**config.mk**
```make
export PLATFORM = sky130hd
export DESIGN_NAME = three_rotor_letter_cipher
export DESIGN_NICKNAME = d
export VERILOG_FILES = /design/src/trlc_pkg.sv /design/src/three_rotor_letter_cipher.sv /design/src/trlc_ram.sv
export SDC_FILE = /design/constraint.sdc
export NUM_CORES = 1
export LEC_CHECK = 0
export BUFFER_PORTS_ARGS = -buffer_cell sky130_fd_sc_hd__buf_2
export CORE_MARGIN = 2
export CORE_UTILIZATION = 25
export CTS_CLUSTER_SIZE = 24
export DETAILED_ROUTE_END_ITERATION = 10
export HOLD_SLACK_MARGIN = 0.08
export PLACE_DENSITY_LB_ADDON = 0.15
export SYNTH_ARGS = -nofsm -noshare
export SYNTH_HDL_FRONTEND = slang
export SYNTH_SLANG_ARGS = --single-unit
```
**constraint.sdc**
```tcl
create_clock -name clk -period 9.76 [get_ports clk]
set_input_delay 0.976 -clock clk [delete_from_list [all_inputs] [get_ports clk]]
set_output_delay 0.976 -clock clk [all_outputs]
set_load 0.05 [all_outputs]
```
**src/trlc_pkg.sv**
```systemverilog
`timescale 1ns / 1ps

package trlc_pkg;

	localparam int NUM_LETTERS = 26;
	localparam int LETTER_W    = 5;

	typedef logic [LETTER_W-1:0] letter_t;
	typedef logic [1:0]          func_t;
	typedef logic [1:0]          sel_t;
	typedef letter_t             tab_t [NUM_LETTERS];

	// Operation codes.
	localparam func_t FUNC_ENC = 2'd0;
	localparam func_t FUNC_SET = 2'd1;
	localparam func_t FUNC_CLR = 2'd2;

	// Rotor select codes.
	localparam sel_t SEL_FAST = 2'd0;
	localparam sel_t SEL_MID  = 2'd1;
	localparam sel_t SEL_SLOW = 2'd2;

	localparam letter_t LAST_LETTER = letter_t'(NUM_LETTERS - 1);
	localparam letter_t FAST_NOTCH  = 5'd22;
	localparam letter_t MID_NOTCH   = 5'd4;

	// Rotor positions packed as one memory word.
	typedef struct packed {
		letter_t slow;
		letter_t mid;
		letter_t fast;
	} rotors_t;

	localparam int STATE_W     = $bits(rotors_t);
	localparam int STATE_DEPTH = 1;
	localparam int STATE_AW    = 1;
	localparam logic [STATE_AW-1:0] STATE_ADDR = '0;

	localparam tab_t WHEEL_FAST = '{
		5'd3, 5'd12, 5'd19, 5'd22, 5'd18, 5'd8, 5'd11, 5'd17, 5'd20, 5'd24, 5'd16, 5'd13, 5'd10,
		5'd5, 5'd4, 5'd9, 5'd2, 5'd0, 5'd25, 5'd1, 5'd15, 5'd6, 5'd23, 5'd14, 5'd7, 5'd21};
	localparam tab_t WHEEL_MID = '{
		5'd7, 5'd16, 5'd25, 5'd6, 5'd15, 5'd9, 5'd19, 5'd12, 5'd14, 5'd1, 5'd11, 5'd13, 5'd2,
		5'd8, 5'd5, 5'd3, 5'd24, 5'd0, 5'd22, 5'd21, 5'd4, 5'd20, 5'd18, 5'd17, 5'd10, 5'd23};
	localparam tab_t WHEEL_SLOW = '{
		5'd20, 5'd16, 5'd13, 5'd19, 5'd11, 5'd18, 5'd25, 5'd5, 5'd12, 5'd17, 5'd4, 5'd7, 5'd3,
		5'd15, 5'd23, 5'd10, 5'd8, 5'd1, 5'd21, 5'd24, 5'd6, 5'd9, 5'd2, 5'd22, 5'd14, 5'd0};
	localparam tab_t MIRROR = '{
		5'd6, 5'd2, 5'd1, 5'd16, 5'd13, 5'd8, 5'd0, 5'd17, 5'd5, 5'd19, 5'd15, 5'd22, 5'd25,
		5'd4, 5'd23, 5'd10, 5'd3, 5'd7, 5'd20, 5'd9, 5'd18, 5'd24, 5'd11, 5'd14, 5'd21, 5'd12};
	localparam tab_t PLUGS = '{
		5'd2, 5'd1, 5'd0, 5'd3, 5'd4, 5'd5, 5'd6, 5'd7, 5'd8, 5'd9, 5'd10, 5'd11, 5'd15,
		5'd13, 5'd14, 5'd12, 5'd16, 5'd17, 5'd18, 5'd19, 5'd20, 5'd21, 5'd22, 5'd23, 5'd24, 5'd25};

	// Inverse wiring of a rotor, built at elaboration.
	function automatic tab_t invert(tab_t t);
		tab_t r;
		for (int i = 0; i < NUM_LETTERS; i++) begin
			r[t[i]] = letter_t'(i);
		end
		return r;
	endfunction

	localparam tab_t INV_FAST = invert(WHEEL_FAST);
	localparam tab_t INV_MID  = invert(WHEEL_MID);
	localparam tab_t INV_SLOW = invert(WHEEL_SLOW);

	// Folds a 5-bit value into 0..25.
	function automatic letter_t fold26(letter_t x);
		return (x >= letter_t'(NUM_LETTERS)) ? letter_t'(x - letter_t'(NUM_LETTERS)) : x;
	endfunction

	function automatic letter_t add26(letter_t a, letter_t b);
		logic [LETTER_W:0] s;
		s = {1'b0, a} + {1'b0, b};
		return (s >= (LETTER_W+1)'(NUM_LETTERS)) ?
			letter_t'(s - (LETTER_W+1)'(NUM_LETTERS)) : s[LETTER_W-1:0];
	endfunction

	function automatic letter_t sub26(letter_t a, letter_t b);
		logic [LETTER_W:0] s;
		s = {1'b0, a} + (LETTER_W+1)'(NUM_LETTERS) - {1'b0, b};
		return (s >= (LETTER_W+1)'(NUM_LETTERS)) ?
			letter_t'(s - (LETTER_W+1)'(NUM_LETTERS)) : s[LETTER_W-1:0];
	endfunction

	function automatic letter_t inc26(letter_t a);
		return (a == LAST_LETTER) ? '0 : letter_t'(a + 5'd1);
	endfunction

endpackage

```
**src/three_rotor_letter_cipher.sv**
```systemverilog
`timescale 1ns / 1ps

// Channel | Handshake           | Payload
// input   | in_valid, in_stall  | func, letter, rotor_select, new_position
// output  | out_valid, out_stall| out_letter, fast_pos_now, mid_pos_now, slow_pos_now
//
// One word is accepted per cycle while in_stall is low, and each yields one
// result word out of the output register. The rate is set by the state memory's
// rotor state word read-modify-write, which forwarding keeps at one per cycle.
// Reset clears all valid flags. The state memory is not cleared; a flag marks
// that it was never written, and until then it reads as all positions zero.
// A stall on the output backs up the pipeline stage by stage, and in_stall rises
// only when the first stage is full and cannot move.

module three_rotor_letter_cipher (
	input  logic             clk,
	input  logic             arst_n,
	input  logic             in_valid,
	output logic             in_stall,
	input  trlc_pkg::func_t  func,
	input  trlc_pkg::letter_t letter,
	input  trlc_pkg::sel_t   rotor_select,
	input  trlc_pkg::letter_t new_position,
	output logic             out_valid,
	input  logic             out_stall,
	output trlc_pkg::letter_t out_letter,
	output trlc_pkg::letter_t fast_pos_now,
	output trlc_pkg::letter_t mid_pos_now,
	output trlc_pkg::letter_t slow_pos_now
);

	import trlc_pkg::*;

	// Stage valids and the flags that tell whether a stage can take a word.
	logic v_s1_q, v_s2_q, v_s3_q, v_s4_q, out_vld_q;
	logic free_s1, free_s2, free_s3, free_s4, free_out;
	logic in_acc;

	// Stage 1: the accepted word while the state memory is read.
	func_t   func_s1;
	letter_t let_s1;
	sel_t    sel_s1;
	letter_t npos_s1;
	logic    fwd_s1;
	logic    seen_s1;

	// State memory port and forwarding.
	logic [STATE_W-1:0] ram_rdata;
	logic               ram_we;
	rotors_t            wr_q;
	logic               mem_ok_q;
	rotors_t            cur_s1, stepped_s1, nxt_s1;

	// Later stages carry the old positions for the cipher path and the new
	// positions for the result.
	logic    enc_s2, enc_s3, enc_s4;
	rotors_t pre_s2, pre_s3, pre_s4;
	rotors_t post_s2, post_s3, post_s4;
	letter_t let_s2, sig_s3, sig_s4;
	letter_t sig_c2, sig_c3, sig_c4;

	rotors_t out_pos_q;
	letter_t out_letter_q;

	// The free flags ripple back from the output register.
	assign free_out = !out_vld_q || !out_stall;
	assign free_s4  = !v_s4_q || free_out;
	assign free_s3  = !v_s3_q || free_s4;
	assign free_s2  = !v_s2_q || free_s3;
	assign free_s1  = !v_s1_q || free_s2;
	assign in_stall = !free_s1;
	assign in_acc   = in_valid && free_s1;

	// The word in stage 1 writes back its new positions as it moves on.
	assign ram_we = v_s1_q && free_s2;

	always_ff @(posedge clk or negedge arst_n) begin
		if (!arst_n) begin
			v_s1_q    <= 1'b0;
			v_s2_q    <= 1'b0;
			v_s3_q    <= 1'b0;
			v_s4_q    <= 1'b0;
			out_vld_q <= 1'b0;
			mem_ok_q  <= 1'b0;
		end else begin
			if (free_s1) begin
				v_s1_q <= in_valid;
			end
			if (free_s2) begin
				v_s2_q <= v_s1_q;
			end
			if (free_s3) begin
				v_s3_q <= v_s2_q;
			end
			if (free_s4) begin
				v_s4_q <= v_s3_q;
			end
			if (free_out) begin
				out_vld_q <= v_s4_q;
			end
			if (ram_we) begin
				mem_ok_q <= 1'b1;
			end
		end
	end

	trlc_ram #(
		.WIDTH(STATE_W),
		.DEPTH(STATE_DEPTH),
		.AW   (STATE_AW)
	) u_state_ram (
		.clk  (clk),
		.we   (ram_we),
		.waddr(STATE_ADDR),
		.wdata(nxt_s1),
		.re   (in_acc),
		.raddr(STATE_ADDR),
		.rdata(ram_rdata)
	);

	// Stage 1 capture. Out-of-range letters and positions are folded here.
	// When the previous word writes the memory at the same edge as this read,
	// the read sees old data, so the written value is taken from wr_q instead.
	always_ff @(posedge clk) begin
		if (free_s1) begin
			func_s1 <= func;
			let_s1  <= fold26(letter);
			sel_s1  <= rotor_select;
			npos_s1 <= fold26(new_position);
			fwd_s1  <= ram_we;
			seen_s1 <= mem_ok_q;
		end
		if (ram_we) begin
			wr_q <= nxt_s1;
		end
	end

	always_comb begin
		if (fwd_s1) begin
			cur_s1 = wr_q;
		end else if (seen_s1) begin
			cur_s1 = rotors_t'(ram_rdata);
		end else begin
			cur_s1 = '0;
		end
	end

	// Odometer stepping: the middle rotor moves when the fast one lands on its
	// notch, and the slow rotor when the middle one lands on its notch.
	always_comb begin
		stepped_s1      = cur_s1;
		stepped_s1.fast = inc26(cur_s1.fast);
		if (stepped_s1.fast == FAST_NOTCH) begin
			stepped_s1.mid = inc26(cur_s1.mid);
			if (stepped_s1.mid == MID_NOTCH) begin
				stepped_s1.slow = inc26(cur_s1.slow);
			end
		end
	end

	always_comb begin
		nxt_s1 = cur_s1;
		unique case (func_s1)
			FUNC_ENC: begin
				nxt_s1 = stepped_s1;
			end
			FUNC_SET: begin
				unique case (sel_s1)
					SEL_FAST: nxt_s1.fast = npos_s1;
					SEL_MID:  nxt_s1.mid  = npos_s1;
					SEL_SLOW: nxt_s1.slow = npos_s1;
					default:  nxt_s1      = cur_s1;
				endcase
			end
			FUNC_CLR: begin
				nxt_s1 = '0;
			end
			default: begin
				nxt_s1 = cur_s1;
			end
		endcase
	end

	// Stage 2: plugboard, fast rotor and middle rotor on the way in.
	always_comb begin
		sig_c2 = PLUGS[let_s2];
		sig_c2 = WHEEL_FAST[add26(sig_c2, pre_s2.fast)];
		sig_c2 = WHEEL_MID[add26(sig_c2, pre_s2.mid)];
	end

	// Stage 3: slow rotor, reflector, and the slow rotor on the way back.
	always_comb begin
		sig_c3 = WHEEL_SLOW[add26(sig_s3, pre_s3.slow)];
		sig_c3 = MIRROR[sig_c3];
		sig_c3 = sub26(INV_SLOW[sig_c3], pre_s3.slow);
	end

	// Stage 4: middle and fast rotors backward, then the plugboard again.
	// Only an encryption shows a letter; the other operations show zero.
	always_comb begin
		sig_c4 = sub26(INV_MID[sig_s4], pre_s4.mid);
		sig_c4 = sub26(INV_FAST[sig_c4], pre_s4.fast);
		sig_c4 = enc_s4 ? PLUGS[sig_c4] : '0;
	end

	always_ff @(posedge clk) begin
		if (free_s2) begin
			enc_s2  <= (func_s1 == FUNC_ENC);
			pre_s2  <= cur_s1;
			post_s2 <= nxt_s1;
			let_s2  <= let_s1;
		end
		if (free_s3) begin
			enc_s3  <= enc_s2;
			pre_s3  <= pre_s2;
			post_s3 <= post_s2;
			sig_s3  <= sig_c2;
		end
		if (free_s4) begin
			enc_s4  <= enc_s3;
			pre_s4  <= pre_s3;
			post_s4 <= post_s3;
			sig_s4  <= sig_c3;
		end
		if (free_out) begin
			out_letter_q <= sig_c4;
			out_pos_q    <= post_s4;
		end
	end

	assign out_valid    = out_vld_q;
	assign out_letter   = out_letter_q;
	assign fast_pos_now = out_pos_q.fast;
	assign mid_pos_now  = out_pos_q.mid;
	assign slow_pos_now = out_pos_q.slow;

endmodule

```
**src/trlc_ram.sv**
```systemverilog
`timescale 1ns / 1ps

module trlc_ram #(
	parameter int WIDTH = 8,
	parameter int DEPTH = 2,
	parameter int AW    = (DEPTH > 1) ? $clog2(DEPTH) : 1
) (
	input  logic             clk,
	input  logic             we,
	input  logic [AW-1:0]    waddr,
	input  logic [WIDTH-1:0] wdata,
	input  logic             re,
	input  logic [AW-1:0]    raddr,
	output logic [WIDTH-1:0] rdata
);

	logic [WIDTH-1:0] mem_q [DEPTH];

	// Read returns the contents from before a write at the same edge.
	always_ff @(posedge clk) begin
		if (we) begin
			mem_q[waddr] <= wdata;
		end
		if (re) begin
			rdata <= mem_q[raddr];
		end
	end

endmodule

```
Word level (Yosys, flattened, before mapping):

Memories as Yosys holds them, arrays and structs flattened. A register that Yosys moved wholly into a read port is not among the register bits.
Index checks and enable logic that the tools add are counted.

* bits in registers: 150
* latch bits: 0
* memory bits (writable): 15
* bits in read-only memories: 1440
* input port bits: 18
* logic and storage cells: 155
* memories kept: 10

* $add $sub $neg: 20
* multiply operators: 0
* divide/modulo/power cells: 0
* $lt $le $gt $ge: 15
* equal/unequal tests: 9
* shift-type cells: 0
* mux-type cells: 35
* bitwise gates (word level): 9
* reductions and logical operators: 17

Memories
* (name not given): words 32, bits a word 5, read ports 1, clocked after Yosys merged registers in 1, write ports 0, RTL line three_rotor_letter_cipher.sv:203 `sig_c4 = enc_s4 ? PLUGS[sig_c4] : '0;`
* (name not given): words 32, bits a word 5, read ports 1, clocked after Yosys merged registers in 0, write ports 0, RTL line three_rotor_letter_cipher.sv:202 `sig_c4 = sub26(INV_FAST[sig_c4], pre_s4.fast);`
* (name not given): words 32, bits a word 5, read ports 1, clocked after Yosys merged registers in 0, write ports 0, RTL line three_rotor_letter_cipher.sv:201 `sig_c4 = sub26(INV_MID[sig_s4], pre_s4.mid);`
* (name not given): words 32, bits a word 5, read ports 1, clocked after Yosys merged registers in 0, write ports 0, RTL line three_rotor_letter_cipher.sv:195 `sig_c3 = sub26(INV_SLOW[sig_c3], pre_s3.slow);`
* (name not given): words 32, bits a word 5, read ports 1, clocked after Yosys merged registers in 0, write ports 0, RTL line three_rotor_letter_cipher.sv:194 `sig_c3 = MIRROR[sig_c3];`
* (name not given): words 32, bits a word 5, read ports 1, clocked after Yosys merged registers in 0, write ports 0, RTL line three_rotor_letter_cipher.sv:193 `sig_c3 = WHEEL_SLOW[add26(sig_s3, pre_s3.slow)];`
* +4 memories

Operator list (number)
* 5-bit 2-to-1 mux: 29
* 5-bit NOT with 6-bit output: 9
* 15-bit one-hot mux with 3 select lines: 1
* 6-bit >= comparator (second input constant): 7
* 5-bit subtractor (second input constant): 8
* 6-bit by 5-bit >= comparator with 1-bit output (second input constant): 6
* 15-bit 2-to-1 mux: 2
* 5-bit equality test (second input constant): 4
* 5-bit by 5-bit adder with 6-bit output: 3
* 5-bit by 5-bit adder with 6-bit output (second input constant): 3
* 6-bit by 5-bit subtractor with 6-bit output: 3
* 5-bit by 1-bit adder with 5-bit output (second input constant): 3
* 5-bit >= comparator (second input constant): 2
* 10-bit 2-to-1 mux: 1
* 1-bit logical NOT: 8
* 5-bit by 3-bit equality test with 1-bit output (second input constant): 1
* 1-bit logical OR: 5
* 2-bit by 1-bit equality test with 1-bit output (second input constant): 2
* 2-bit equality test (second input constant): 2
* 2-bit logical NOT: 2
* 1-bit logical AND: 2
* 1-bit 2-to-1 mux: 2

Longest topological paths before layout:

Gate-level depths: netlist of the first run.

* depth after elaboration: 19
* mapped depth: 37
* mapped depth without buffers: 35

Cells and area by module:

Synthesis of the first run repeated with hierarchy kept, for this count alone.

* cell total of the unflattened synthesis: 1045
* area, all modules: 11542.3 µm²

By module, submodules not included
* three_rotor_letter_cipher: instances 1, cells an instance 1015, area each 10641.5 µm²
* trlc_ram: instances 1, cells an instance 30, area each 900.9 µm²

Least setup slack after synthesis of the first run:

No wires, ideal clock.

* path kind: reg2reg
* start point: register pre_s3[10] (netlist bit)
* end point: register sig_s4[3], data pin
* setup time: 0.262 ns
* arrival time: 7.352 ns
* setup slack: 2.146 ns
* cell stages (with the launch flop): 38
* buffers on the path: 3
* clock period less this slack: 7.614 ns
* cell sequence: edfxtp_1 ha_1 fa_1 a211oi_1 nor2_1 nor4_2 nor2_1 xnor2_1 ha_1 clkbuf_1 or2_2 a22o_1 o21a_1 o21a_1 a211oi_1 o21ai_1 and2_1 buf_6 [... 2 more ...] or2_1 buf_6 inv_1 ha_1 inv_1 or3_1 a31oi_1 a21o_1 ha_1 inv_1 ha_1 fa_1 a21o_1 a21oi_1 xnor2_1 a21oi_1 nor2_1 xnor2_1

* cells in the longest elaborated chain, start to end: 19

Ends and longest elaborated chain
* start: declaration: RTL line three_rotor_letter_cipher.sv:57 `rotors_t pre_s2, pre_s3, pre_s4;`
* start signal: assignment: RTL line three_rotor_letter_cipher.sv:215 `pre_s3 <= pre_s2;`
* 5-bit by 5-bit adder with 6-bit output: RTL line trlc_pkg.sv:75 `s = {1'b0, a} + {1'b0, b};`
* 5-bit subtractor or 6-bit by 5-bit >= comparator with 1-bit output (tied branches): RTL line trlc_pkg.sv:77, trlc_pkg.sv:76
* 5-bit 2-to-1 mux: RTL line trlc_pkg.sv:76 `return (s >= (LETTER_W+1)'(NUM_LETTERS)) ?`
* 5-bit NOT with 6-bit output (implied by the code): RTL line three_rotor_letter_cipher.sv:193
* memory read 32 x 5 bit
* 5-bit 2-to-1 mux (implied by the code) (2 in series): RTL line three_rotor_letter_cipher.sv:193
* 5-bit NOT with 6-bit output (implied by the code): RTL line three_rotor_letter_cipher.sv:194
* memory read 32 x 5 bit
* 5-bit 2-to-1 mux (implied by the code) (2 in series): RTL line three_rotor_letter_cipher.sv:194
* 5-bit NOT with 6-bit output (implied by the code): RTL line three_rotor_letter_cipher.sv:195
* memory read 32 x 5 bit
* 5-bit 2-to-1 mux (implied by the code) (2 in series): RTL line three_rotor_letter_cipher.sv:195
* 5-bit by 5-bit adder with 6-bit output: RTL line trlc_pkg.sv:82 `s = {1'b0, a} + (LETTER_W+1)'(NUM_LETTERS) - {1'b0, b};`
* 6-bit by 5-bit subtractor with 6-bit output (*): RTL line trlc_pkg.sv:82
* 5-bit subtractor or 6-bit by 5-bit >= comparator with 1-bit output (tied branches): RTL line trlc_pkg.sv:84, trlc_pkg.sv:83
* 5-bit 2-to-1 mux (*): RTL line trlc_pkg.sv:83 `return (s >= (LETTER_W+1)'(NUM_LETTERS)) ?`
* net sig_c3[3]: RTL line three_rotor_letter_cipher.sv:60 `letter_t sig_c2, sig_c3, sig_c4;`
* end signal: assignment: RTL line three_rotor_letter_cipher.sv:223 `sig_s4 <= sig_c3;`
* end: declaration: RTL line three_rotor_letter_cipher.sv:59 `letter_t let_s2, sig_s3, sig_s4;`

Mark *: on every way through the listed nets, which the timed path passes. The rest lies on a longest branch. The select of a mux whose other input is x is not followed.
A chain may end at the register's enable or synchronous reset.

Worst setup path after layout of the first run:

Ends and elaborated chain as after synthesis.

==> summary.txt, run 1 <==
Status
  • Status: finished, final reports clean

Logic synthesis
  • Post-synth EDFFs: 169
  • Synth Area in Adders: 0.125
  • Post-Syn Area: 10,800 µm²
  • Synth Warn #: 0
  • Largest family of logic cells by synthesized area: compound AO/OA/AOI/OAI gates
  • Net Count, Synth: 1,119
  • Synth cell types: 82
  • Primary FF master, synth: edfxtp_1
  • Post-Syn Area per Cell: 10.9 µm²
  • Synth Area in Simple Gates: 0.112
  • Post-Synth XOR/XNOR Area: 0.0314
  • Post-synthesis register bit count: 175
  • Mux contribution to synthesized area: 0.0263
  • Post-synth ARST share: 0.0343
  • Compound-Gate Fraction of Synth Area: 0.178
  • Sequential fraction of the synthesis area: 0.482
  • Post-Syn Instances: 996

Finish
  • Share of layout cells above drive strength 1: 0.106
  • Ant diodes: 0
  • Area grow syn2layout: 12.7%
  • Final net count: 1,157

Placement
  • Pre-CTS setup slack: 1.32 ns
  • Port Buf Inserts: 39
  • DPL Wire Length: 16.8 mm
  • GPL Wtd Cong: 0.792

Worst setup path
  • R2R Path Start: pre_s3[10]
  • CP max-delay cell: a211oi_1
  • Worst R2R Setup Slack: 1.31 ns
  • Worst Reg-to-Reg Cells: 32
  • Worst-path maximum fanout: 9
  • Worst setup path class: reg2reg
  • Worst path arrival time: 8.61 ns
  • CP endpoint kind: flop
  • Top cell by count, worst path: ha_1
  • Crit-path max cell delay: 0.54 ns
  • Reg-to-Reg End: sig_s4[3]
  • Data required, critical path: 9.93 ns
  • CP startpoint kind: flop

Route
  • First DRT Iteration DRCs: 396
  • Post-Route WL: 22.4 mm
  • Via count: 7,528
  • Post-route ant nets: 0
  • Via density: 4.61
  • DR WL/cell: 13.7 µm
  • DR DRC count: 0
  • TritonRoute pass-1 iters: 7

Timing
  • Peak Freq: 118 MHz
  • Setup-failing EPs final: 0
  • Final WS setup: 1.31 ns
  • Min Clock Period, post-route: 8.45 ns
  • Fin. max-slew vios: 0
  • Worst rel slew slack: 0.299
  • Min Hold Slack: 0.374 ns
  • Hold Vio Cnt, Final: 0
  • Fin crit share: 0.865
  • Skew final: 0.00784 ns
  • Slew @ Worst Pin: 1.05 ns
  • Setup TNS: 0 ns
  • RSZ-0062 raised after global routing: false

Die
  • Ports: 40
  • Core ar.: 43,000 µm²
  • Die Wd: 212 µm
  • Total die area: 45,100 µm²
  • Initial Util: 0.252
  • Die Span Y: 212 µm
  • Std-Cell Rows: 76

CTS
  • CTS tree: yes
  • CTS root buf: clkbuf_16
  • Reg clk slew, reported paths: 0.07 ns
  • Num CTS Buffers: 17
  • CTS H-tree lvls: 4
  • Setup Fix Bufs, Post-CTS: 0
  • CTS resizes: 0
  • Hold_buf cts: 0
  • Sink Count: 175
  • CTS max path bufs: 2
  • Clk Latency, worst-skew pair: 0.42 ns

Flow run
  • MaxCap Viol Count: 0

Global routing
  • Number of global-route vias before repair: 7,148
  • Overflow after GRT: 0
  • Tot GR Track Use: 0.102
  • Initial antenna violation count: 0
  • Pin count of the biggest net entering global routing: 39
  • First-pass GRT wire length: 37.2 mm

Hold path
  • Hold Path Class: in2async
worst max-delay path, delay by kind of cell (launching register included):
kind | cells | cell delay (ns)
compound gates | 10 | 2.27
simple gates | 8 | 2.18
fa+ha+maj | 8 | 2.37
buf+inv | 3 | 0.25
xor+xnor | 3 | 0.71
flops | 1 | 0.41
layout make-up:
cell class,count,area (µm²)
multi-input combinational,702,5130
timing repair buffer,45,240
clock inverter,14,115
sequential,175,5230
clock buffer,18,429
tap,585,732
inverter,93,349
fill,4575,30800
worst max path at each step:
stage,start,end,slack (ns)
4_1_cts,pre_s3[10],sig_s4[3],1.30
6_report,pre_s3[10],sig_s4[3],1.31
3_5_place_dp,pre_s3[10],sig_s4[3],1.32
2_1_floorplan,pre_s3[10],sig_s4[3],2.15
5_1_grt,pre_s3[10],sig_s4[3],0.61
3_3_place_gp,pre_s3[10],sig_s4[3],1.54
per-layer routing:
layer / routed length, µm / global-route usage / up-vias
li1: - / - / 3797
met5: 0 / 0 / -
met3: 554 / 0.0195 / 5
met4: 155 / 0.0222 / 0
met1: 11500 / 0.146 / 3621
met2: 10200 / 0.161 / 105
per-stage QoR:
stage	cells	util	cell area (µm²)
detailed placement	1600	0.272	11700
global placement	1600	0.272	11700
floorplan	996	-	10800
global route	1632	0.284	12200
CTS	1632	0.284	12200
finish	1632	0.284	12200
placed cells by master (no fill, tap or decap), drive strengths merged, types with 10 or more instances in the layout:
master  instances
o21ai          60
or3            10
o31ai          10
nand2          67
a22oi          15
mux2i          15
nand3          13
ha             99
clkbuf         18
a21oi          72
o211ai         10
nor3           23
nor2           62
o22ai          16
xor2           13
buf            45
a31oi          23
nor2b          13
nand2b         11
edfxtp        169
a21o           13
a211oi         10
inv            97
xnor2          25
state kept, by name (all words and copies together), names as in the netlist, 10 cells and up:
signal             count
post_s2               15
post_s3               15
post_s4               15
pre_s2                15
pre_s3                15
u_state_ram.rdata     15
wr_q                  12
pre_s4                10
synthesized netlist by cell type, drive strengths merged, types with 11 or more instances:
library cell  instances  area [µm²]
a21o                 13        98.9
a21oi                72         383
a22oi                15         118
a31oi                23         144
clkbuf               18        67.6
edfxtp              169        5070
ha                   99        1240
inv                  93         349
mux2i                15         150
nand2                67         254
nand2b               11        68.8
nand3                13        65.1
nor2                 62         235
nor2b                13        81.3
nor3                 23         126
o21ai                60         304
o22ai                16         100
xnor2                25         219
xor2                 13         121
cells by family after synthesis:
logic type,count (synthesis)
compound gates,290
xor+xnor,38
fa+ha+maj,105
buf+inv,119
flops,175
mux,24
simple gates,245
Power of run 1 is left out: the tool's default activity adds up to more than one toggle a clock period on the data nets, which glitch-free logic cannot reach.
==> run 2: changes to the inputs <==
--- a/config.mk
+++ b/config.mk
@@ -6,7 +6,6 @@
 export NUM_CORES = 1
 export LEC_CHECK = 0
 export BUFFER_PORTS_ARGS = -buffer_cell sky130_fd_sc_hd__buf_2
-export CORE_MARGIN = 2
 export CORE_UTILIZATION = 25
 export CTS_CLUSTER_SIZE = 24
 export DETAILED_ROUTE_END_ITERATION = 10
@@ -14,4 +13,5 @@
 export PLACE_DENSITY_LB_ADDON = 0.15
 export SYNTH_ARGS = -nofsm -noshare
 export SYNTH_HDL_FRONTEND = slang
+export SYNTH_HIERARCHICAL = 1
 export SYNTH_SLANG_ARGS = --single-unit
==> constraint.sdc (replaced) <==
create_clock -name clk -period 9.76 [get_ports clk]
set_input_delay 0.976 -clock clk [delete_from_list [all_inputs] [get_ports clk]]
set_output_delay 0.976 -clock clk [all_outputs]
set_load 0.1 [all_outputs]
==> summary.txt, run 2 <==
Timing
  • RSZ-0062 raised after global routing: false
  • Fin. max-slew vios: 0 (unchanged)
  • Setup-failing EPs final: 0 (unchanged)
  • Peak Freq: 118 MHz (-0.14%)
  • Slew @ Worst Pin: 1.00 ns (-0.0476 ns)
  • Worst rel slew slack: 0.330 (+0.0311)
  • Final WS setup: 1.30 ns (-0.0120 ns)
  • Skew final: 0.0123 ns (+0.00451 ns)
  • Min Clock Period, post-route: 8.46 ns (+0.0120 ns)
  • Hold Vio Cnt, Final: 0 (unchanged)
  • Fin crit share: 0.867 (+0.00123)
  • Setup TNS: 0 ns (unchanged)

Placement
  • Pre-CTS setup slack: 1.34 ns (+0.0138 ns)
  • Cell area after placement: 12,400 µm² (+5.8%)
  • DPL Wire Length: 17.9 mm (+6.7%)
  • Port Buf Inserts: 39 (unchanged)
  • GPL Wtd Cong: 0.804 (+1.6%)

Worst setup path
  • CP max-delay cell: a211oi_1
  • Reg-to-Reg End: sig_s4[3]
  • Worst-path maximum fanout: 8 (-1)
  • CP startpoint kind: flop
  • Worst path arrival time: 8.63 ns (+0.02 ns)
  • Top cell by count, worst path: ha_1
  • Worst Reg-to-Reg Cells: 32 (unchanged)
  • Worst setup path class: reg2reg
  • Worst R2R Setup Slack: 1.30 ns (about the same)
  • R2R Path Start: pre_s3[10]
  • Data required, critical path: 9.94 ns (about the same)
  • CP endpoint kind: flop
  • Crit-path max cell delay: 0.77 ns (+0.23 ns)

Global routing
  • Grt met2 use: 0.165 (+0.00397)
  • Routing usage on met1: 0.145 (-0.00128)
  • Overflow after GRT: 0 (unchanged)
  • First-pass GRT wire length: 39.4 mm (+5.9%)
  • Tot GR Track Use: 0.104 (+0.00104)
  • Number of global-route vias before repair: 7,672 (+7.3%)
  • Pin count of the biggest net entering global routing: 39 (unchanged)
  • GR Util met3: 0.0191 (-0.000350)
  • Initial antenna violation count: 0 (unchanged)
  • Grt peak-use layer: met2

Die
  • Die Wd: 217 µm (+2.2%)
  • Ports: 40 (unchanged)
  • Std-Cell Rows: 78 (+2.6%)
  • Initial Util: 0.254 (+0.00144)
  • Die Span Y: 217 µm (+2.2%)
  • Total die area: 47,000 µm² (+4.4%)
  • Core ar.: 45,500 µm² (+5.8%)

CTS
  • CTS resizes: 0 (unchanged)
  • Clk Latency, worst-skew pair: 0.43 ns (about the same)
  • CTS root buf: clkbuf_16
  • CTS tree: yes
  • Reg clk slew, reported paths: 0.07 ns (about the same)
  • CTS max path bufs: 2 (unchanged)
  • Setup Fix Bufs, Post-CTS: 0 (unchanged)
  • Num CTS Buffers: 17 (unchanged)
  • Sink Count: 190 (+8.6%)
  • Hold_buf cts: 0 (unchanged)
  • CTS H-tree lvls: 4 (unchanged)

Logic synthesis
  • Post-Syn Area: 11,500 µm² (+6.4%)
  • Post-Syn Instances: 1,044 (+4.8%)
  • Net Count, Synth: 1,167 (+4.3%)
  • Post-Syn Area per Cell: 11.1 µm² (+1.5%)
  • Synth Warn #: 6 (+6)

Route
  • Via count: 7,862 (+4.4%)
  • Post-route ant nets: 0 (unchanged)
  • TritonRoute pass-1 iters: 5 (-2)
  • DR DRC count: 0 (unchanged)
  • DR WL/cell: 14.3 µm (+3.8%)
  • Via density: 4.67 (+1.2%)
  • Post-Route WL: 24.0 mm (+7.1%)
  • First DRT Iteration DRCs: 606 (+53%)

Finish
  • Share of layout cells above drive strength 1: 0.0987 (-0.00731)
  • Ant diodes: 0 (unchanged)
  • Most common cell after layout, fill and taps aside: edfxtp_1
  • Commonest cells after routing, fill and taps aside: edfxtp_1, ha_1, inv_1
  • Fill count: 4,781 (+4.5%)
  • Post-route design area: 12,900 µm² (+5.6%)
  • Final net count: 1,194 (+3.2%)
  • Area grow syn2layout: 11.9%

Status
  • Status: finished, final reports clean

Flow run
  • MaxCap Viol Count: 0 (unchanged)

Hold path
  • Hold Path Class: in2async
## run 2: metrics by stage
stage                     hold WS [ns]  std cells   util
after CTS                        0.336       1684  0.284
after global placement           0.400       1652  0.272
final                            0.350       1684  0.284
after floorplan                  0.400       1044      -
after global routing             0.334       1684  0.284
after detailed placement         0.405       1652  0.272
## run 2: worst max path at each step
| stage | start | to | depth (start not counted) |
|---|---|---|---|
| after floorplan | pre_s3[10] | sig_s4[3] | 30 |
| after global placement | pre_s3[10] | sig_s4[3] | 31 |
| after CTS | pre_s3[10] | sig_s4[3] | 30 |
| final | pre_s3[10] | sig_s4[3] | 32 |
| after detailed placement | pre_s3[10] | sig_s4[3] | 30 |
| after global routing | pre_s3[10] | sig_s4[3] | 31 |
## run 2: final cells by class
class	count	area, µm²	share of cell area
clock inverter	12	104	0.00805
clock buffer	20	447	0.0346
timing repair buffer	42	218	0.0169
multi-input combinational	730	5380	0.416
tap	600	751	0.0582
sequential	190	5680	0.440
inverter	90	338	0.0262
## run 2: layer usage
layer | wire length [µm] | up-vias
met5 | 0 | -
met2 | 11100 | 115
met3 | 787 | 12
met4 | 182 | 0
li1 | - | 3953
met1 | 11900 | 3782
## run 2: critical path, delay by kind of cell, from the launching register on
kind | cells | cell delay [ns]
adder cells (fa/ha/maj) | 8 | 2.52
AO/OA/AOI/OAI | 9 | 2.47
XOR/XNOR | 4 | 1.08
AND/OR/NAND/NOR | 5 | 0.87
buffers and inverters | 4 | 0.62
flip-flops | 1 | 0.40
multiplexers | 2 | 0.22
Power of run 2 is left out for the same reason.
==> run 3: changes to the inputs <==
--- a/config.mk
+++ b/config.mk
@@ -7,6 +7,7 @@
 export LEC_CHECK = 0
 export BUFFER_PORTS_ARGS = -buffer_cell sky130_fd_sc_hd__buf_2
 export CORE_UTILIZATION = 25
+export CTS_BUF_LIST = sky130_fd_sc_hd__clkbuf_2 sky130_fd_sc_hd__clkbuf_4 sky130_fd_sc_hd__clkbuf_8
 export CTS_CLUSTER_SIZE = 24
 export DETAILED_ROUTE_END_ITERATION = 10
 export HOLD_SLACK_MARGIN = 0.08
==> summary.txt, run 3 (synthesis results as in run 2) <==
Status
  • Status: finished, final reports clean

Finish
  • Most common cell after layout, fill and taps aside: edfxtp_1
  • Area grow syn2layout: 10.3%
  • Commonest cells after routing, fill and taps aside: edfxtp_1, ha_1, inv_1
  • Ant diodes: 0 (unchanged)
  • Final net count: 1,194 (unchanged)
  • Share of layout cells above drive strength 1: 0.101 (+0.00185)

Global routing
  • First-pass GRT wire length: 39.3 mm (-0.30%)
  • Tot GR Track Use: 0.103 (-0.000390)
  • Overflow after GRT: 0 (unchanged)
  • Initial antenna violation count: 0 (unchanged)
  • Number of global-route vias before repair: 7,651 (-0.27%)
  • Pin count of the biggest net entering global routing: 39 (unchanged)

Worst setup path
  • Worst path arrival time: 8.68 ns (+0.05 ns)
  • CP startpoint kind: flop
  • CP max-delay cell: a211oi_1
  • Crit-path max cell delay: 0.77 ns (about the same)
  • CP endpoint kind: flop
  • Data required, critical path: 9.98 ns (+0.04 ns)
  • Top cell by count, worst path: ha_1
  • Worst setup path class: reg2reg
  • Worst-path maximum fanout: 8 (unchanged)

Route
  • Via density: 4.67 (about the same)
  • Post-Route WL: 24.0 mm (about the same)
  • DR WL/cell: 14.2 µm (about the same)
  • First DRT Iteration DRCs: 547 (-9.7%)
  • Post-route ant nets: 0 (unchanged)
  • DR DRC count: 0 (unchanged)
  • Via count: 7,867 (+0.064%)
  • TritonRoute pass-1 iters: 5 (unchanged)

CTS
  • CTS resizes: 0 (unchanged)
  • CTS tree: yes
  • Hold_buf cts: 0 (unchanged)
  • CTS max path bufs: 2 (unchanged)
  • Sink Count: 190 (unchanged)
  • Clk Latency, worst-skew pair: 0.46 ns (+0.03 ns)
  • Reg clk slew, reported paths: 0.10 ns (+0.03 ns)
  • Setup Fix Bufs, Post-CTS: 0 (unchanged)
  • CTS H-tree lvls: 4 (unchanged)
  • CTS root buf: clkbuf_8
  • Num CTS Buffers: 17 (unchanged)

Timing
  • RSZ-0062 raised after global routing: false
  • Final WS setup: 1.30 ns (-0.00130 ns)
  • Worst rel slew slack: 0.314 (-0.0154)
  • Min Clock Period, post-route: 8.46 ns (+0.00130 ns)
  • Min Hold Slack: 0.312 ns (-0.0381 ns)
  • Peak Freq: 118 MHz (about the same)
  • Fin. max-slew vios: 0 (unchanged)
  • Setup-failing EPs final: 0 (unchanged)
  • Setup TNS: 0 ns (unchanged)
  • Hold Vio Cnt, Final: 0 (unchanged)
  • Fin crit share: 0.867 (about the same)
  • Slew @ Worst Pin: 1.03 ns (+0.0250 ns)
  • Skew final: 0.0149 ns (+0.00259 ns)

Die
  • Die Span Y: 217 µm (unchanged)
  • Std-Cell Rows: 78 (unchanged)
  • Core ar.: 45,500 µm² (unchanged)
  • Initial Util: 0.254 (unchanged)
  • Die Wd: 217 µm (unchanged)
  • Ports: 40 (unchanged)
  • Total die area: 47,000 µm² (unchanged)

Flow run
  • MaxCap Viol Count: 0 (unchanged)

Placement
  • GPL Wtd Cong: 0.804 (unchanged)
  • Pre-CTS setup slack: 1.34 ns (unchanged)
  • DPL Wire Length: 17.9 mm (unchanged)
  • Port Buf Inserts: 39 (unchanged)

Hold path
  • Hold Path Class: in2async
-- run 3: cell types whose count changed in the layout (fill, tap and decap cells not counted) --
| cell | before | now |
|---|---|---|
| clkbuf_1 | 2 | 0 |
| clkbuf_16 | 17 | 0 |
| clkbuf_4 | 0 | 2 |
| clkbuf_8 | 1 | 18 |
-- run 3: path summary, 6_finish.rpt --
kind	slack (ns)	cells after the start	endpoint	start
setup / recovery	1.30	32	sig_s4[3]	pre_s3[10]
hold / removal	0.31	1	mem_ok_q	arst_n
setup reg to reg	1.30	32	sig_s4[3]	pre_s3[10]
hold reg to reg	0.42	0	u_state_ram/rdata[9]	u_state_ram/mem_q[0][9]
max in group asynchronous	9.31	1	v_s3_q	arst_n
min in group clk	0.42	0	u_state_ram/rdata[9]	u_state_ram/mem_q[0][9]
-- run 3: metal layers --
layer  up-vias  routed length [µm]  GRT usage  share of wire
met4         0                 176     0.0221         0.0073
met5         -                   0          0              0
met1      3792               12000      0.144           0.50
li1       3946                   -          -              -
met2       119               11100      0.165           0.46
met3        10                 729     0.0187          0.030
-- run 3: metrics by stage --
stage               cell area, µm²  cells  utilization
finish                       12700   1684        0.280
global route                 12700   1684        0.280
CTS                          12700   1684        0.280
detailed placement           12400   1652        0.272
global placement             12400   1652        0.272
floorplan                    11500   1044            -
-- run 3: critical path: cells and delay by family (launching register included) --
| kind | cells | cell delay (ns) |
|---|---|---|
| AO/OA/AOI/OAI | 9 | 2.47 |
| multiplexers | 2 | 0.23 |
| buffers and inverters | 4 | 0.62 |
| flip-flops | 1 | 0.41 |
| AND/OR/NAND/NOR | 5 | 0.86 |
| XOR/XNOR | 4 | 1.08 |
| adder cells (fa/ha/maj) | 8 | 2.51 |
-- run 3: area by class of cell --
class                      count  area [µm²]
clock inverter                12         104
inverter                      90         338
fill                        4800       32800
sequential                   190        5680
multi-input combinational    730        5380
clock buffer                  20         263
timing repair buffer          42         218
tap                          600         751
Power of run 3 is left out for the same reason.
